## src/rtl/sac_pkg.sv

```systemverilog
`timescale 1ns / 1ps
`default_nettype none
// ----------------------------------------------------------------------------
// sac_pkg
// shared types and constants for the set-associative cache controller
// ----------------------------------------------------------------------------
package sac_pkg;

    // configuration register indexes
    localparam logic [2:0] REG_INDEX_BITS  = 3'd0;
    localparam logic [2:0] REG_OFFSET_BITS = 3'd1;
    localparam logic [2:0] REG_WAYS        = 3'd2;
    localparam logic [2:0] REG_REPLACE_LRU = 3'd3;
    localparam logic [2:0] REG_WRITE_BACK  = 3'd4;
    localparam logic [2:0] REG_HIT_CYCLES  = 3'd5;
    localparam logic [2:0] REG_MEM_CYCLES  = 3'd6;

    localparam int CFG_INDEX_W = 3;
    localparam int CFG_DATA_W  = 10;
    localparam int TAG_W       = 30;
    localparam int STAMP_W     = 32;
    localparam int WAY_IDX_W   = 4;
    localparam int OFFSET_MAX  = 4;

    typedef logic [WAY_IDX_W-1:0] way_idx_t;

    // summary of one set scan
    typedef struct packed {
        logic     hit;
        way_idx_t hit_way;
        logic     hit_dirty;
        logic     found_inv;
        way_idx_t inv_way;
        way_idx_t old_way;
        logic     old_dirty;
    } scan_t;

endpackage
`default_nettype wire

```

## src/rtl/sac_way_scan.sv

```systemverilog
`timescale 1ns / 1ps
`default_nettype none
// ----------------------------------------------------------------------------
// sac_way_scan
// shared compare unit: looks at one way a cycle while step is high and keeps hit, free and oldest
// ----------------------------------------------------------------------------
module sac_way_scan (
    input  wire logic                            clk,
    input  wire logic                            rst_n,
    input  wire logic                            clear,
    input  wire logic                            step,
    input  wire sac_pkg::way_idx_t               way,
    input  wire logic                            line_valid,
    input  wire logic                            line_dirty,
    input  wire logic [sac_pkg::TAG_W-1:0]       line_tag,
    input  wire logic [sac_pkg::STAMP_W-1:0]     line_stamp,
    input  wire logic [sac_pkg::TAG_W-1:0]       tag,
    input  wire logic [sac_pkg::STAMP_W-1:0]     seq,
    output sac_pkg::scan_t                       result
);

    sac_pkg::scan_t               res_reg, res_next;
    logic [sac_pkg::STAMP_W-1:0]  best_reg, best_next;
    logic [sac_pkg::STAMP_W-1:0]  age;

    assign age = seq - line_stamp;

    always_comb
    begin
        res_next  = res_reg;
        best_next = best_reg;
        if (clear)
        begin
            res_next  = '0;
            best_next = '0;
        end
        else if (step)
        begin
            if (line_valid && line_tag == tag && !res_reg.hit)
            begin
                res_next.hit       = 1'b1;
                res_next.hit_way   = way;
                res_next.hit_dirty = line_dirty;
            end
            if (!line_valid && !res_reg.found_inv)
            begin
                res_next.found_inv = 1'b1;
                res_next.inv_way   = way;
            end
            // ties keep the lower way
            if (way == '0 || age > best_reg)
            begin
                best_next          = age;
                res_next.old_way   = way;
                res_next.old_dirty = line_dirty;
            end
        end
    end

    always_ff @(posedge clk or negedge rst_n)
    begin
        if (!rst_n)
        begin
            res_reg <= '0;
        end
        else
        begin
            res_reg <= res_next;
        end
    end

    always_ff @(posedge clk)
    begin
        best_reg <= best_next;
    end

    assign result = res_reg;

endmodule
`default_nettype wire

```

## config.mk

```make
export PLATFORM = sky130hd
export DESIGN_NAME = sac_way_scan
export DESIGN_NICKNAME = d
export VERILOG_FILES = /design/src/rtl/sac_pkg.sv /design/src/rtl/sac_way_scan.sv
export SDC_FILE = /design/constraint.sdc
export NUM_CORES = 1
export LEC_CHECK = 0
export BUFFER_PORTS_ARGS = -buffer_cell sky130_fd_sc_hd__buf_2
export CORE_ASPECT_RATIO = 0.9
export CORE_MARGIN = 2
export CORE_UTILIZATION = 45
export DETAILED_ROUTE_END_ITERATION = 7
export PLACE_DENSITY = 0.74
export RECOVER_POWER = 50
export SLEW_MARGIN = 10
export SYNTH_ARGS = -nofsm -noshare
export SYNTH_HDL_FRONTEND = slang
export SYNTH_SLANG_ARGS = --single-unit
export TNS_END_PERCENT = 100
```

## constraint.sdc

```tcl
create_clock -name clk -period 4.2 [get_ports clk]
set_clock_uncertainty 0.15 [all_clocks]
set_input_delay 0.42 -clock clk [delete_from_list [all_inputs] [get_ports clk]]
set_output_delay 0.42 -clock clk [all_outputs]
set_load 0.01 [all_outputs]
```

# Word level (Yosys, flattened, before mapping)
# Cells that the tools add are included.
# word_totals
regBits	48
in_bits	134
out_inout_bits	16
# op_classes
add_sub_neg	1
n_lt_le_gt_ge	1
eq_ne	1
mux	5
reduce_logical	16
# op_table
op	count
32-bit > comparator	1
16-bit two-way mux	2
32-bit subtractor	1
30-bit equality test	1
5-bit two-way mux	2
2-bit AND reduction	4
2-bit nonzero test	4
6-bit two-way mux	1
4-bit zero test	1
1-bit logical AND	3
1-bit zero test	3
1-bit logical OR	1

# Logic depth before layout (Yosys ltp)
# Gate-level depths: netlist of the first run.
# logic_depth
word_depth	6
depth_mapped	22

# Least setup slack after synthesis of the first run
# No wires, ideal clock.
# synth_timing
path_type	in2reg
from	input port seq[0] (netlist bit)
to	register best_reg[7] (netlist bit)
setup_time_ns	0.070
arrival_time_ns	4.337
t_required_ns	3.980
setup_slack_ns	-0.358
cell_stages	21
path_buffers	2
cell_sequence	inv_1 ha_1 inv_1 fa_1 a21o_1 a221oi_2 or4_1 buf_2 a2111oi_4 o211ai_1 a21oi_1 nor2_1 ha_1 nand4_1 nor3_1 and2_1 o31ai_1 a21oi_1 clkbuf_1 nand3_1 a21oi_1
# synth_between
elab_chain_cells	4
# synth_rtl
item	line_no	rtl
from (decl)	sac_way_scan.sv:18	input wire logic [sac_pkg::STAMP_W-1:0] seq,
32-bit subtractor	sac_way_scan.sv:26	assign age = seq - line_stamp;
via age (one bit)	sac_way_scan.sv:24	logic [sac_pkg::STAMP_W-1:0] age;
32-bit > comparator	sac_way_scan.sv:51	if (way == '0 || age > best_reg)
1-bit logical OR	sac_way_scan.sv:51	
2-bit AND reduction (no source line)	--	
to (signal assigned)	sac_way_scan.sv:74	best_reg <= best_next;
to (decl)	sac_way_scan.sv:23	logic [sac_pkg::STAMP_W-1:0] best_reg, best_next;
# The timed path passes the listed nets, and every way through them passes these cells.
# A chain may end at the register's enable or synchronous reset.

# Final worst setup path of the first run
# layout_timing
from	input port line_stamp[14] (netlist bit)
to	register best_reg[12] (netlist bit)
# layout_between
elab_chain_cells	4
# layout_rtl
item	line_no	rtl
from (decl)	sac_way_scan.sv:16	input wire logic [sac_pkg::STAMP_W-1:0] line_stamp,
32-bit subtractor	sac_way_scan.sv:26	
via age (one bit)	sac_way_scan.sv:24	
32-bit > comparator	sac_way_scan.sv:51	
1-bit logical OR	sac_way_scan.sv:51	
2-bit AND reduction (no source line)	--	
# The timed path passes the listed nets, and every way through them passes these cells.

==> run metrics, run 1 <==
FF+latch count, synth=48; worst IR drop on VDD=177.9 µV; final worst-path setup slack=-216.1 ps; sequential area share after synthesis=20.70%; ant diodes=0; Die Area=12040 µm²; Finish-stage setup viols=37; largest net degree at the start of global routing=49; CP max-delay cell=or4_4; Worst EP required=4270 ps; CP Capture Point=best_reg[12]; GRT Residual Overflow=0; CTS tree=built; Pint=1.397 mW; Root Driver=clkbuf_16; Routed wire per std cell=13.70 µm; Netlist cell types=62; crit path max fanout=8; Die H=104.3 µm; slew of the pin with the lowest slew margin=853.4 ps; RSZ-0062 raised after global routing=true; CP Class=input port to flip-flop; number of synthesized flops with an enable pin=0; WL final=14.83 mm; Period minus WS final=4416 ps; fillers=896; Reg clk slew, reported paths=70 ps; R2R Path End=best_reg[23]; Critical R2R Launch=best_reg[11]; synthesized area=5029 µm²; Synth area leader=ha_1; Skew-Pair Late Insertion Delay=290 ps; Worst Setup End Kind=flip-flop; clk buf depth=2; routed vias=5702; max incr delay on CP=590 ps; Iteration-0 DRC Markers=443; Post-DP Area=6758 µm²; Syn Nets=872; first-pass GRT wire length=23.24 mm; max-cap violations=0; Max Slew Vio Count=0; post-synth top area share=15.68%; Buffers & Inverters on Critical Path=7; Core Box Area=10860 µm²; dominant cells by area after synthesis=ha_1 16%, dfxtp_1 13%, dfrtp_1 8.0%, a21oi_1 7.8%, inv_1 5.8%; R2R cell count=10; share of layout cells above drive strength 1=36.45%; hold_ws=241.3 ps; GRT Util Overall=23.07%; most frequent cells in the layout=146 x buf_2, 110 x buf_4, 74 x a21oi_1; endpoints failing hold=0; FFs w/ async S/R, synth=33.33%; CP arrival=4490 ps; CTS H-tree depth=2; cells after synthesis=674; vias in the first global route=5215; r2r setup slk=1330 ps; DR pass1 iterations=7; hpwl dp=11.12 mm; net switching power=875.8 µW; syn_area_per_cell=7.461 µm²; area of the multi-input gates=3882 µm²; crit share post-route=105.1%; Area Growth Syn to Fin=46.73%; Synth Flop Type=dfxtp_1; FF/Latch Area=1041 µm²; crit-path cells=buf_2 -> inv_2 -> ha_4 -> buf_4 -> nand4_1 -> or4_4 -> a2111oi_4 -> buf_4 -> o211ai_1 -> a21oi_1 -> nor2_1 -> ha_1 -> nand4_1 -> nor3_2 -> buf_4 -> nand2b_4 -> o41ai_4 -> a21o_4 -> buf_6 -> buf_12 -> nand2_1 -> a21oi_1; Gate power share=57.9%; yosys warns=0; initial antenna violation count=0; residual DRC count=0; most common cell after layout, fill and taps aside=buf_2; # rows=36; worst slack, placed=-587.2 ps; failing checks=negative setup slack; Num CTS Buffers=5; GPL Wtd Cong=0.9037; CP startpoint=line_stamp[14]; Fmax=0.2264 GHz; Worst Hold Class=input port to flip-flop; leak pwr=3.539 nW; Flop pwr share=24.7%; nets=1127; status=finished with violations; kind of start point of the critical path=input port; Crit path top cell by count=buf_4; final design utilization=67.97%; vias per cell=5.270; Boundary Pins=150; Power per Cell Area=308.0 nW/µm²; total power=2.273 mW; Die Wd=115.4 µm; number of flip-flops in the largest register=32; total stage count of the critical path=22; post-route ant nets=0; Initial Util=46.32%; port bufs=149; CTS Sinks=48; design area=7378 µm²; Clk pwr share=17.4%; worst relative slew slack=43.11%; family with the most delay on the worst path=compound AO/OA/AOI/OAI gates; Sw Share=38.54%
-- power groups by stage --
| stage | clock [mW] | combinational (mW) | sequential, mW |
|---|---|---|---|
| after floorplan | 0 | 0.683 | 0.563 |
| after global placement | 0 | 1.09 | 0.563 |
| after detailed placement | 0 | 1.11 | 0.564 |
| after CTS | 0.401 | 1.21 | 0.557 |
| after global routing | 0.421 | 1.44 | 0.568 |
| final | 0.396 | 1.32 | 0.561 |
-- synthesized netlist by cell type, types with 3 or more instances --
master,count
and3_1,6
dfrtp_1,16
buf_2,9
dfxtp_1,32
nand2b_1,5
clkbuf_1,13
o21a_1,10
o21ai_0,26
a211oi_1,9
nor2b_1,3
o2111ai_1,4
and2_1,5
o211ai_1,10
nor3_1,14
mux2i_1,9
a2111o_1,3
a211o_1,3
a311o_1,3
xnor2_1,25
nor4_1,5
o21bai_1,5
o31ai_1,3
nand4_1,16
ha_1,63
or3b_2,5
nor2_1,50
nand2_1,76
a21o_1,8
xor2_1,29
a21oi_1,78
inv_1,78
nand3_1,16
-- cell families after synthesis --
| group | share of synthesized area, % |
|---|---|
| mux | 1.792 |
| compound gates | 23.84 |
| buf+inv | 7.862 |
| simple gates | 20.33 |
| fa+ha+maj | 16.07 |
| xor+xnor | 9.405 |
| flops | 20.70 |
-- metal layers --
layer	GRT usage [%]	up-vias	part of all wire [%]
met2	39.31	211	47
li1	-	2882	-
met3	2.739	25	6.3
met1	30.98	2584	45
met5	0	-	0
met4	5.077	0	1.7
-- worst min-delay path, stage by stage --
cell	delay, ps
buf_2	110
nand2_1	60
a21oi_1	50
-- worst min-delay path by stage --
stage	from	end	slack, ps	depth (start not counted)
finish	line_dirty	result[0]	240	3
global route	way[3]	result[4]	260	3
CTS	line_dirty	result[0]	240	3
detailed placement	rst_n	result[11]	190	1
global placement	rst_n	result[11]	190	1
floorplan	rst_n	result[0]	-30	0
-- final cells by class --
type / instances / share of cell area [%]
multi-input cells: 524 / 52.62
repair buffers: 272 / 24.72
inverters: 78 / 4.002
clock inverters: 2 / 0.2205
flip-flops and latches: 48 / 14.11
clock buffers: 6 / 1.747
well taps: 152 / 2.578
-- through the flow --
step                      setup TNS (ps)  instances
after global routing              -15290       1082
after CTS                          -2913       1077
after global placement            -16570       1058
final                              -6492       1082
after detailed placement          -18910       1058
after floorplan                   -50.44        674
-- repair_timing --
action                     CTS  global route
setup endpoints to repair   37            37
gates resized for setup     35            24
buffers inserted             9             2
hold buffers                 1             0
hold endpoints to repair    16             0
pin swaps                   27            14
cloned                       1             3
No activity file was read; power rests on OpenSTA's default activity.
==> run 2: changes to the inputs <==
--- a/config.mk
+++ b/config.mk
@@ -10,7 +10,7 @@
 export CORE_MARGIN = 2
 export CORE_UTILIZATION = 45
 export DETAILED_ROUTE_END_ITERATION = 7
-export PLACE_DENSITY = 0.74
+export PLACE_DENSITY = 0.71
 export RECOVER_POWER = 50
 export SLEW_MARGIN = 10
 export SYNTH_ARGS = -nofsm -noshare
==> run metrics, run 2 (synthesis results as in run 1) <==
Critical R2R Launch=best_reg[11]; Max Slew Vio Count=0; Reg clk slew, reported paths=70 ps; Boundary Pins=150; crit share post-route=105.1%; total power=2.343 mW; Die H=104.3 µm; max-cap violations=0; final worst-path setup slack=-212.5 ps; Skew-Pair Late Insertion Delay=300 ps; kind of start point of the critical path=input port; Routed wire per std cell=14.47 µm; Core Box Area=10860 µm²; largest net degree at the start of global routing=49; Die Wd=115.4 µm; Power per Cell Area=321.1 nW/µm²; Initial Util=46.32%; GRT Util Overall=24.63%; vias per cell=5.325; nets=1117; Finish-stage setup viols=37; first-pass GRT wire length=24.32 mm; port bufs=149; final design utilization=67.23%; CP startpoint=line_stamp[0]; initial antenna violation count=0; Hold Startpoint=line_dirty; crit path max fanout=8; Iteration-0 DRC Markers=305; GPL Wtd Cong=0.8841; Worst Setup End Kind=flip-flop; routed vias=5708; Buffers & Inverters on Critical Path=5; RSZ-0062 raised after global routing=true; CTS Sinks=48; share of layout cells above drive strength 1=35.76%; Area Growth Syn to Fin=45.14%; Die Area=12040 µm²; DR pass1 iterations=4; worst IR drop on VDD=193.3 µV; hpwl dp=12.13 mm; residual DRC count=0; leak pwr=3.502 nW; worst relative slew slack=36.05%; GRT met1 Usage=30.21%; layer with the highest usage=met2; failing checks=negative setup slack; clk buf depth=2; ant diodes=0; CP arrival=4480 ps; CP max-delay cell=or4_4; # rows=36; number of flip-flops in the largest register=32; Root Driver=clkbuf_16; post-route ant nets=0; met3 Use GR=2.855%; family with the most delay on the worst path=simple AND/OR/NAND/NOR gates; Fmax=0.2266 GHz; vias in the first global route=5392; max incr delay on CP=470 ps; setup tns final=-5034 ps; grt met2 use=45.11%; Period minus WS final=4413 ps; GRT Residual Overflow=0; CTS H-tree depth=2; Worst EP required=4270 ps; status=finished with violations; most common cell after layout, fill and taps aside=buf_2; Num CTS Buffers=5; worst slack, placed=-646.1 ps; most frequent cells in the layout=147 x buf_2, 97 x buf_4, 74 x inv_1; crit-path cells=buf_6 -> ha_4 -> inv_2 -> fa_2 -> a21o_1 -> a221oi_4 -> or4_4 -> a2111oi_4 -> buf_4 -> o211ai_2 -> nand2_1 -> xor2_1 -> ha_1 -> nand4_1 -> nor3_2 -> and2_4 -> o31ai_4 -> a21o_4 -> buf_12 -> buf_16 -> or3_1 -> o211ai_1; WL final=15.51 mm; CTS tree=built; slew of the pin with the lowest slew margin=959.3 ps; CP Class=input port to flip-flop; endpoints failing hold=0; Worst Hold Class=input port to flip-flop
[run 2: cell types whose count changed in the layout (fill, tap and decap cells not counted), sizes merged]
| cell | before | now |
|---|---|---|
| buf | 267 | 259 |
| clkbuf | 10 | 7 |
| bufinv | 0 | 1 |
| inv | 78 | 79 |
| clkinv | 1 | 0 |
[run 2: final cells by class]
cell class,count,area (µm²)
multi-input combinational,524,3875
fill,910,3557
timing repair buffer,262,1725
sequential,48,1041
inverter,78,295.3
tap,152,190.2
clock buffer,5,125.1
clock inverter,3,46.29
[run 2: per-layer routing]
| layer | part of all wire, % | wire length [µm] |
|---|---|---|
| met1 | 42 | 6587 |
| met2 | 50 | 7700 |
| met3 | 6.3 | 974 |
| met4 | 1.6 | 247 |
| met5 | 0 | 0 |
[run 2: path summary, 6_finish.rpt]
check	endpoint	slack (ps)	cells after the start
min in group asynchronous	result[5]	620	2
min	result[0]	230	3
max in group asynchronous	result[13]	2770	2
max	best_reg[27]	-210	22
min reg2reg	best_reg[4]	310	2
max reg2reg	best_reg[27]	1310	11
[run 2: power by group]
part           internal (mW)  total [mW]  switching (mW)
registers              0.525       0.563          0.0373
clock network          0.283       0.467           0.184
logic                  0.646        1.31           0.668
total                   1.45        2.34           0.889
[run 2: metrics by stage]
| stage | hold slack [ps] | area [µm²] | std cells |
|---|---|---|---|
| 2_1_floorplan | -25.59 | 5122 | 674 |
| 3_5_place_dp | 193.2 | 6635 | 1045 |
| 4_1_cts | 231.5 | 7126 | 1066 |
| 3_3_place_gp | 191.2 | 6635 | 1045 |
| 6_report | 229.4 | 7298 | 1072 |
| 5_1_grt | 240.1 | 7298 | 1072 |
[run 2: timing repair]
item | CTS | global route
resized for setup | 43 | 25
setup endpoints to repair | 37 | 37
hold buffers | 1 | 0
endpoints found under the hold margin | 16 | 0
buffers inserted | 9 | 5
pin swaps | 19 | 22
cloned | 3 | 1
[run 2: worst min-delay path: stages]
cell	delay [ps]
buf_2	110
nand2_1	50
a21oi_1	50
