==> config.mk <==
export PLATFORM = sky130hd
export DESIGN_NAME = sac_ram
export DESIGN_NICKNAME = d
export VERILOG_FILES = /design/src/rtl/sac_ram.sv
export SDC_FILE = /design/constraint.sdc
export NUM_CORES = 1
export LEC_CHECK = 0
export BUFFER_PORTS_ARGS = -buffer_cell sky130_fd_sc_hd__buf_2
export CAP_MARGIN = 10
export CORE_UTILIZATION = 55
export CTS_CLUSTER_DIAMETER = 40
export CTS_CLUSTER_SIZE = 30
export DETAILED_ROUTE_END_ITERATION = 10
export PLACE_DENSITY = 0.73
export SYNTH_ARGS = -nofsm -noshare
export SYNTH_HDL_FRONTEND = slang
export SYNTH_SLANG_ARGS = --single-unit
==> constraint.sdc <==
create_clock -name clk -period 2.7 [get_ports clk]
set_input_delay 0.81 -clock clk [delete_from_list [all_inputs] [get_ports clk]]
set_output_delay 0.81 -clock clk [all_outputs]
set_load 0.02 [all_outputs]
==> src/rtl/sac_ram.sv <==
`timescale 1ns / 1ps
`default_nettype none
// ----------------------------------------------------------------------------
// sac_ram
// generic single-write, single-read ram with registered read data
// ----------------------------------------------------------------------------
module sac_ram #(
    parameter int WIDTH = 8,
    parameter int DEPTH = 16
) (
    input  wire logic                                   clk,
    input  wire logic                                   we,
    input  wire logic [(DEPTH > 1 ? $clog2(DEPTH) : 1)-1:0] waddr,
    input  wire logic [WIDTH-1:0]                       wdata,
    input  wire logic [(DEPTH > 1 ? $clog2(DEPTH) : 1)-1:0] raddr,
    output logic      [WIDTH-1:0]                       rdata
);

    logic [WIDTH-1:0] mem_reg [DEPTH];

    always_ff @(posedge clk)
    begin
        if (we)
        begin
            mem_reg[waddr] <= wdata;
        end
        rdata <= mem_reg[raddr];
    end

endmodule
`default_nettype wire

---- Word-level counts from Yosys, hierarchy flattened ----
Memory sizes are Yosys's and may differ from the RTL's. A register that Yosys moved wholly into a read port is not among the register bits.
Index checks and enable logic that the tools add are counted.
word-level totals
  register bits after elaboration ......... 0
  memory bits (writable) .................. 128
  bits of input ports ..................... 18
  output and inout port bits .............. 8
  word-level logic and storage cells ...... 3
  memories kept ........................... 1
memories
  memory   depth  bits a word  read ports  clocked after memory_dff  wr ports  RTL line  source
  mem_reg  16     8            1           1                         1         19        logic [WIDTH-1:0] mem_reg [DEPTH];
operators by class
  multiplexer cells ....................... 2
operator list
  operator  number
  $mux 1    2

---- Longest topological paths before layout ----
Gate-level depths: netlist (run 1).
  word-level depth ........................ 2
  gate-level depth with buffers ........... 5
  gate-level depth less buffers ........... 3

---- Worst setup path before layout (run 1) ----
No wires, ideal clock.
  kind .................................... input to register
  start ................................... input waddr[2] in the netlist's numbering
  end ..................................... memory mem_reg[0][0], enable pin
  library setup time ...................... 383 ps
  data arrival time ....................... 1920 ps
  slack ................................... 397 ps
  stages on the path ...................... 2
  buffers on the path ..................... 0
  cell sequence ........................... or3b_2 > nor3_1
RTL lines
  what                RTL line  source
  start: declaration  13        input wire logic [(DEPTH > 1 ? $clog2(DEPTH) : 1)-1:0] waddr,
  end: declaration    19
No word-level cell before the write port.

==> results.cfg, run 1 <==
[timing]
drv_slew = 0
worst_slew_pin_slew_ns = 0.627
hold_viol = 0
clock_skew_ns = 0.00811
maxSlewHeadroom_pct = 58.0
period_needed_ns = 1.88
max_freq_mhz = 532
setup_viol = 0
rsz0062_at_grt = false
tns_ns = 0
fin_crit_sh_pct = 69.7

[detailed_routing]
dr_wl_met3_um = 819
ant_nets = 0
drc = 0
top_layer_used = met4
drtPass1Iterations = 4
vias = 2440
dr_wl_met2_mm = 4.77
wl_mm = 9.81
wl_per_cell_um = 24.3
dr.first_iter.drc_count = 186
wl_met1_mm = 4.16
vias_per_cell = 6.05

[worst_setup_path]
crit_fanout = 16
crit_type = input port to flop
cp.required_ns = 3.09
regToRegEndpoint = rdata[3]$_DFF_P_
worstRegToRegCells = 3
startpoint_type = input port
crit_path_end_kind = flop
r2r_setup_slack_ns = 1.32
arrival_ns = 2.27
r2r_start = mem_reg[9][3]$_DFFE_PP_

[synthesis]
ys_seq_area_share_pct = 77.8
yosysWarnings = 0
synth_top_area_share_pct = 74.7
synth_cell_types = 19
synthFlopType = edfxtp_1
synth-edff-count = 128
async_flop_share_pct = 0
syn-num-nets = 247
synth_area_per_cell_um2 = 22.5
syn-cell-area_um2 = 5150
yosysTopAreaCell = edfxtp_1
synthTopCellsByArea = edfxtp_1 (75%), mux4_2 (7.9%), mux4_1 (7.1%)
synthCells = 229
ys_seq_elements = 136

[power]
power-per-cell-area_nw_per_um2 = 770
pwr-share-comb_pct = 5.0
p_total_w = 0.00464
power.leakage_nw = 2.06
power.internal_w = 0.00366
netSwitchingPower_w = 0.000979
pwr-share-seq_pct = 51.3
clock_power_share_pct = 43.7
worst_ir_drop_vdd_v = 0.000387
switching_share_pct = 21.1

[worst_hold_path]
whs_endpoint = mem_reg[11][4]$_DFFE_PP_
hold_path_depth = 1
worstHoldStart = wdata[4]
hp-class = input port to flop

[finish]
fillers = 537
drive_gt1_share_pct = 31.2
largest_register_ffs = 128
diodes = 0
syn_to_final_growth_pct = 17.0
final_nets = 301
regArea_um2 = 4000
multiInputGateArea_um2 = 1060
finalNonFillerCells = 403

[clocking]
cts_tree = done
h-tree-depth = 4
ctsHoldBuffers = 0
clock_sinks = 136
worst_skew_pair.late_latency_ns = 0.51
numCtsBuffers = 17
cts_root_buf = clkbuf_8
clkTransAtPathRegs_ns = 0.06
cts_setup_buffers = 0
clockBufferDepth = 2
cts-resized-gates = 0

[grt]
grt_pass1_wl_mm = 15.3
grtUsageTotal_pct = 22.5
grt_pass1_vias = 2612
grt_start_max_net_pins = 33
overflow = 0
antenna_found_initial = 0

[floorplan]
initial_core_util_pct = 57.9
dieWidth_um = 98.7
die_h_um = 98.7
core_area_um2 = 8890
num_io_pins = 26
dieArea_um2 = 9750
core.rowCount = 34

[placed_design]
hpwl_mm = 6.06
gp_congestion = 0.757
place_inst = 372
portBuffers = 25

[run]
cap_violations = 0

[status]
status = completed
## placed cells by master, fill, tap and decap left out, types with 2 or more instances in the layout
master,n
buf_2,25
buf_4,18
clkinv_2,3
mux4_1,14
clkinv_1,2
clkinvlp_4,4
nand2b_1,2
buf_12,2
dfxtp_1,8
nor3_1,4
mux4_2,18
clkinv_4,3
nor2_1,13
edfxtp_1,128
a22oi_1,16
nand3b_1,2
clkbuf_16,16
nand2_1,9
## critical path, cell delays in order
cell and delay [ns]:
buf_2 0.28, buf_12 0.23, mux4_1 0.60, a22oi_1 0.27, nand2_1 0.07
## power by group through the flow
stage	logic [W]	registers, W	clock network [W]
6_report	0.000233	0.00238	0.00203
5_1_grt	0.000253	0.00238	0.00215
4_1_cts	0.000236	0.00238	0.00205
3_5_place_dp	0.000234	0.00242	0
3_3_place_gp	0.000226	0.00242	0
2_1_floorplan	0.000120	0.00243	0
## synth_stat cells, drive strengths merged (2+ instances only)
master and number:
clkdlybuf4s25 3, nor3 4, buf 7, edfxtp 128, a22oi 16, nand2 9
dfxtp 8, nor2 13, nand3b 2, mux4 32, nand2b 2
## routing by layer
layer	up-vias	global-route usage, %
met5	-	0
met4	0	7.92
met3	5	6.60
met2	122	34.8
met1	1233	31.2
li1	1080	-
## logic make-up after synthesis
| group | Yosys count | share of synthesized area, % |
|---|---|---|
| flops | 136 | 77.8 |
| simple gates | 35 | 3.18 |
| mux | 32 | 15.0 |
| compound gates | 16 | 2.33 |
| buf+inv | 10 | 1.68 |
## how the worst max path moves through the flow
stage,endpoint,from,slack [ns],depth (start not counted)
2_1_floorplan,mem_reg[0][0]$_DFFE_PP_,waddr[2],0.40,2
3_3_place_gp,rdata[1]$_DFF_P_,raddr[0],0.33,5
3_5_place_dp,rdata[1]$_DFF_P_,raddr[0],0.32,5
4_1_cts,rdata[3]$_DFF_P_,raddr[0],0.78,5
5_1_grt,rdata[3]$_DFF_P_,raddr[0],0.73,5
6_report,rdata[3]$_DFF_P_,raddr[0],0.82,5
## final cells by class
cell class	instances	area share (%)
sequential	136	66.5
multi-input combinational	83	17.6
tap	108	2.24
clock buffer	18	6.94
timing repair buffer	45	4.99
clock inverter	13	1.81
## stage by stage
step	hold WS [ns]	area, um^2	utilization, %	worst slack [ns]
2_1_floorplan	0.629	5150	-	0.397
3_5_place_dp	0.665	5500	61.8	0.319
3_3_place_gp	0.647	5500	61.8	0.332
6_report	0.679	6020	67.7	0.819
4_1_cts	0.658	6020	67.7	0.784
5_1_grt	0.665	6020	67.7	0.725
Power figures use the tool's default switching activity.
==> run 2: changes to the inputs <==
--- a/config.mk
+++ b/config.mk
@@ -5,13 +5,14 @@
 export SDC_FILE = /design/constraint.sdc
 export NUM_CORES = 1
 export LEC_CHECK = 0
+export ABC_AREA = 1
 export BUFFER_PORTS_ARGS = -buffer_cell sky130_fd_sc_hd__buf_2
 export CAP_MARGIN = 10
 export CORE_UTILIZATION = 55
 export CTS_CLUSTER_DIAMETER = 40
 export CTS_CLUSTER_SIZE = 30
 export DETAILED_ROUTE_END_ITERATION = 10
-export PLACE_DENSITY = 0.73
+export PLACE_DENSITY = 0.72
 export SYNTH_ARGS = -nofsm -noshare
 export SYNTH_HDL_FRONTEND = slang
 export SYNTH_SLANG_ARGS = --single-unit
==> constraint.sdc (replaced) <==
create_clock -name clk -period 1.85 [get_ports clk]
set_input_delay 0.555 -clock clk [delete_from_list [all_inputs] [get_ports clk]]
set_output_delay 0.555 -clock clk [all_outputs]
set_load 0.02 [all_outputs]
==> run 2 against run 1 <==
Effect of this change:
- combinational power increased by 95%
- cell count increased by 85%
- wire length increased by 30%
- largest power group is now clock
- critical path depth decreased by 4
- synthesized area increased by 12%
- hold slack got worse by 0.29 ns
- largest cell class unchanged
==> results.cfg, run 2 <==
[status]
status = completed

[worst_setup_path]
worstRegToRegCells = 6
critical_path.top_delay_family = flip-flops
crit_chain = buf_2
max_stage_delay_ns = 0.35
cpMaxStageDelayCell = dfxtp_1
crit_fanout = 1
startpoint_type = flop
crit_cells = 1
crit_type = flop to primary output
arrival_ns = 1.04
crit_path_end_kind = primary output
worst-path-buf-inv = 1
cp.required_ns = 1.29

[clocking]
h-tree-depth = 4
cts_setup_buffers = 0
numCtsBuffers = 17
clockBufferDepth = 2
cts_tree = done
cts_root_buf = clkbuf_8
ctsHoldBuffers = 0
worst_skew_pair.late_latency_ns = 0.53
cts-resized-gates = 0
clkTransAtPathRegs_ns = 0.06
clock_sinks = 136

[grt]
grt_pass1_wl_mm = 19.9
grt_start_max_net_pins = 65
grt_pass1_vias = 3808
antenna_found_initial = 0
grtUsageTotal_pct = 25.5
overflow = 0

[finish]
mostFrequentLayoutCell = nand2_1
syn_to_final_growth_pct = 18.2
layout_common_cells = nand2_1 (173), edfxtp_1 (128), inv_1 (100)
fillers = 766
drive_gt1_share_pct = 13.9
largest_register_ffs = 128
final_nets = 615
final_cell_area_um2 = 6810
diodes = 0

[synthesis]
synth_common_cells = nand2_1 (173), edfxtp_1 (128), inv_1 (100)
ys_seq_elements = 136
synth_top_family_by_area = simple AND/OR/NAND/NOR gates
synth_xor_xnor_area_share_pct = 0
synthCells = 551
synth_cell_types = 12
synth_top_area_share_pct = 66.7
synth-compound-area-share_pct = 0
synth.most_common_cell = nand2_1
ys_seq_area_share_pct = 69.4
yosysWarnings = 0
synth_area_per_cell_um2 = 10.5
synth-simple-area-share_pct = 21.0
async_flop_share_pct = 0
synthFlopType = edfxtp_1
yosysTopAreaCell = edfxtp_1
synthTopCellsByArea = edfxtp_1 (67%), nand2_1 (11%), nand3_1 (8.4%)
synth-edff-count = 128
synthMuxAreaShare_pct = 0
syn-cell-area_um2 = 5770
syn-num-nets = 569
synth_adder_area_share_pct = 0

[floorplan]
num_io_pins = 26
dieWidth_um = 104
dieArea_um2 = 10900
core.rowCount = 37
core_area_um2 = 10200
initial_core_util_pct = 56.4
die_h_um = 104

[timing]
clock_skew_ns = 0.00604
tns_ns = 0
hold_viol = 0
setup_viol = 0
maxSlewHeadroom_pct = 74.5
rsz0062_at_grt = false
fin_ws_ns = 0.251
period_needed_ns = 1.60
drv_slew = 0
worst_slew_pin_slew_ns = 0.382
max_freq_mhz = 625
fin_crit_sh_pct = 86.4

[worst_hold_path]
hp-class = input port to flop
hold_path_depth = 3

[placed_design]
pre_cts_slack_ns = 0.129
hpwl_mm = 7.67
postPlaceCellArea_um2 = 6130
gp_congestion = 0.914
portBuffers = 25

[power]
netSwitchingPower_w = 0.00158
power.leakage_nw = 2.99
power.internal_w = 0.00619
clock_power_share_pct = 49.5
power-per-cell-area_nw_per_um2 = 1140
pwr-share-comb_pct = 5.8
pwr-share-seq_pct = 44.6
worst_ir_drop_vdd_v = 0.000826
switching_share_pct = 20.3

[detailed_routing]
vias_per_cell = 5.17
drtPass1Iterations = 5
wl_mm = 12.8
ant_nets = 0
wl_per_cell_um = 17.1
vias = 3857
drc = 0
dr.first_iter.drc_count = 350

[run]
cap_violations = 0
-- run 2: cell count changes after synthesis, sizes merged, moves of 2 or more --
| cell | before | now |
|---|---|---|
| mux4 | 32 | 0 |
| buf | 7 | 24 |
| inv | 0 | 102 |
| a22oi | 16 | 0 |
| clkdlybuf4s25 | 3 | 0 |
| nand2b | 2 | 0 |
| nand3 | 1 | 97 |
| nor3 | 4 | 0 |
| nand2 | 9 | 173 |
| nor2 | 13 | 17 |
-- run 2: worst min-delay path, cell delays in order --
cell     delay [ns]
buf_2          0.18
nand3_1        0.11
nand2_1        0.04
-- run 2: cell type report --
cell class	count	area [um^2]	area share, %
Multi-Input combinational cell	289	1210	17.8
Clock buffer	21	469	6.89
Timing Repair Buffer	51	358	5.25
Clock inverter	11	216	3.18
Sequential cell	136	4000	58.8
Inverter	102	383	5.62
Tap cell	136	170	2.50
-- run 2: metrics by stage --
stage / total power (W) / util, % / std cells / hold WS [ns]
2_1_floorplan: 0.00379 / - / 551 / 0.607
4_1_cts: 0.00781 / 66.6 / 746 / 0.375
3_5_place_dp: 0.00398 / 59.9 / 714 / 0.642
5_1_grt: 0.00799 / 66.6 / 746 / 0.392
3_3_place_gp: 0.00396 / 59.9 / 714 / 0.641
6_report: 0.00776 / 66.6 / 746 / 0.394
-- run 2: path summary, 6_finish.rpt --
check	startpoint	end	slack [ns]
max	rdata[5]$_DFF_P_	rdata[5]	0.25
min	raddr[3]	rdata[4]$_DFF_P_	0.39
max reg2reg	mem_reg[2][3]$_DFFE_PP_	rdata[3]$_DFF_P_	0.83
min reg2reg	mem_reg[14][4]$_DFFE_PP_	rdata[4]$_DFF_P_	0.66
-- run 2: cells by family (layout without fill, tap and decap cells) --
group / after synthesis / count (layout)
and+or+nand+nor: 289 / 289
buffers and inverters: 126 / 185
DFF: 136 / 136
-- run 2: power groups by stage --
stage               Sequential (W)  Clock [W]  Combinational, W
floorplan                  0.00355          0          0.000243
global placement           0.00353          0          0.000438
detailed placement         0.00353          0          0.000449
CTS                        0.00346    0.00389          0.000454
global route               0.00347    0.00402          0.000501
finish                     0.00346    0.00384          0.000454
-- run 2: metal layers --
metal  share of wire (%)  GRT usage [%]  vias up
met3                 7.8           6.89       22
met5                   0              0        -
met1                  40           32.3     1805
li1                    -              -     1865
met2                  49           40.3      165
met4                 2.5           13.1        0
==> run 3: changes to the inputs <==
--- a/config.mk
+++ b/config.mk
@@ -13,6 +13,7 @@
 export CTS_CLUSTER_SIZE = 30
 export DETAILED_ROUTE_END_ITERATION = 10
 export PLACE_DENSITY = 0.72
+export RECOVER_POWER = 100
 export SYNTH_ARGS = -nofsm -noshare
 export SYNTH_HDL_FRONTEND = slang
 export SYNTH_SLANG_ARGS = --single-unit
==> run 3 against run 2 <==
Effect of this change:
- register-to-register slack about the same
- largest power group unchanged
- sequential cell count unchanged
- setup slack lost 0.066 ns
- critical path depth did not move
- power fell by 0.18%
- wire length about the same
- non-clock buffer count is the same
- utilization down 0.87 points
- critical endpoint unchanged
- count of clock-buffer cells in the layout did not move
- sequential share of layout area rose by 0.78 points
==> results.cfg, run 3 (same netlist as run 2, synthesis figures left out) <==
[timing]
rsz0062_at_grt = false
max_freq_mhz = 600
hold_viol = 0
worst_slew_pin_slew_ns = 0.913
maxSlewHeadroom_pct = 39.1
fin_crit_sh_pct = 90.0
clock_skew_ns = 0.00664
tns_ns = 0
drv_slew = 0
period_needed_ns = 1.67
setup_viol = 0

[clocking]
clockBufferDepth = 2
cts_setup_buffers = 0
worst_skew_pair.late_latency_ns = 0.53
cts_root_buf = clkbuf_8
h-tree-depth = 4
ctsHoldBuffers = 0
numCtsBuffers = 17
clock_sinks = 136
clkTransAtPathRegs_ns = 0.06
cts-resized-gates = 0
cts_tree = done

[placed_design]
place_inst = 714
gp_congestion = 0.914
portBuffers = 25
hpwl_mm = 7.67

[worst_setup_path]
crit_cells = 1
cp.required_ns = 1.29
worst-path-buf-inv = 1
crit_chain = clkbuf_1
worstRegToRegCells = 6
crit_path_end_kind = primary output
cpMaxStageDelayCell = dfxtp_1
critical_path.top_delay_family = flip-flops
startpoint_type = flop
crit_fanout = 1
max_stage_delay_ns = 0.35
crit_type = flop to primary output
arrival_ns = 1.11

[worst_hold_path]
hp-class = input port to flop
hold_path_depth = 3

[grt]
grt_pass1_vias = 3808
grt_start_max_net_pins = 65
overflow = 0
grtUsageTotal_pct = 25.5
antenna_found_initial = 0
grt_pass1_wl_mm = 19.9

[detailed_routing]
ant_nets = 0
wl_per_cell_um = 17.1
vias = 3896
drc = 0
dr.first_iter.drc_count = 383
vias_per_cell = 5.22
drtPass1Iterations = 7
wl_mm = 12.8

[floorplan]
initial_core_util_pct = 56.4
die_h_um = 104
num_io_pins = 26
dieArea_um2 = 10900
dieWidth_um = 104
core.rowCount = 37
core_area_um2 = 10200

[finish]
largest_register_ffs = 128
syn_to_final_growth_pct = 16.6
drive_gt1_share_pct = 7.87
diodes = 0
mostFrequentLayoutCell = nand2_1
final_nets = 615
layout_common_cells = nand2_1 (173), edfxtp_1 (128), inv_1 (100)
finalNonFillerCells = 746

[power]
worst_ir_drop_vdd_v = 0.000813
power-per-cell-area_nw_per_um2 = 1150
power.leakage_nw = 2.86

[status]
status = completed

[run]
cap_violations = 0
[run 3: cell types whose count changed in the layout (fill, tap and decap cells not counted), sizes merged]
cell	before	now
buf	51	14
clkbuf	21	58
[run 3: final timing paths]
kind | end | slack, ns | start
max | rdata[5] | 0.18 | rdata[5]$_DFF_P_
max reg2reg | rdata[5]$_DFF_P_ | 0.83 | mem_reg[4][5]$_DFFE_PP_
min reg2reg | rdata[4]$_DFF_P_ | 0.66 | mem_reg[14][4]$_DFFE_PP_
min | rdata[4]$_DFF_P_ | 0.40 | raddr[3]
[run 3: layout make-up]
| cell class | instances | area (um^2) |
|---|---|---|
| Sequential cell | 136 | 4000 |
| Clock inverter | 11 | 216 |
| Inverter | 102 | 383 |
| Clock buffer | 21 | 469 |
| Multi-Input combinational cell | 289 | 1210 |
| Tap cell | 136 | 170 |
| Fill cell | 785 | 3510 |
| Timing Repair Buffer | 51 | 269 |
[run 3: per-layer routing]
metal	up-vias	routed length, um	GRT usage (%)
met1	1817	5140	32.3
met3	20	1070	6.89
li1	1866	-	-
met4	0	281	13.1
met2	193	6280	40.3
met5	-	0	0
[run 3: where the power goes]
group,internal [W],total (W),switching (W)
logic,0.000121,0.000440,0.000319
registers,0.00345,0.00347,0.0000192
clock network,0.00260,0.00384,0.00124
total,0.00617,0.00775,0.00157
[run 3: worst register-to-register path: stages (launching register included)]
cell and delay (ns):
edfxtp_1 0.35, inv_1 0.06, nand2_1 0.06, nand3_1 0.15
nand3_1 0.11, nand3_1 0.13, nand2_1 0.06
[run 3: through the flow]
stage | util, % | setup slack (ns) | power [W] | cell area (um^2) | hold slack [ns]
after CTS | 66.6 | 0.226 | 0.00781 | 6810 | 0.375
after global placement | 59.9 | 0.155 | 0.00396 | 6130 | 0.641
final | 65.7 | 0.185 | 0.00775 | 6730 | 0.401
after global routing | 65.7 | 0.124 | 0.00798 | 6730 | 0.392
after floorplan | - | 0.344 | 0.00379 | 5770 | 0.607
after detailed placement | 59.9 | 0.129 | 0.00398 | 6130 | 0.642
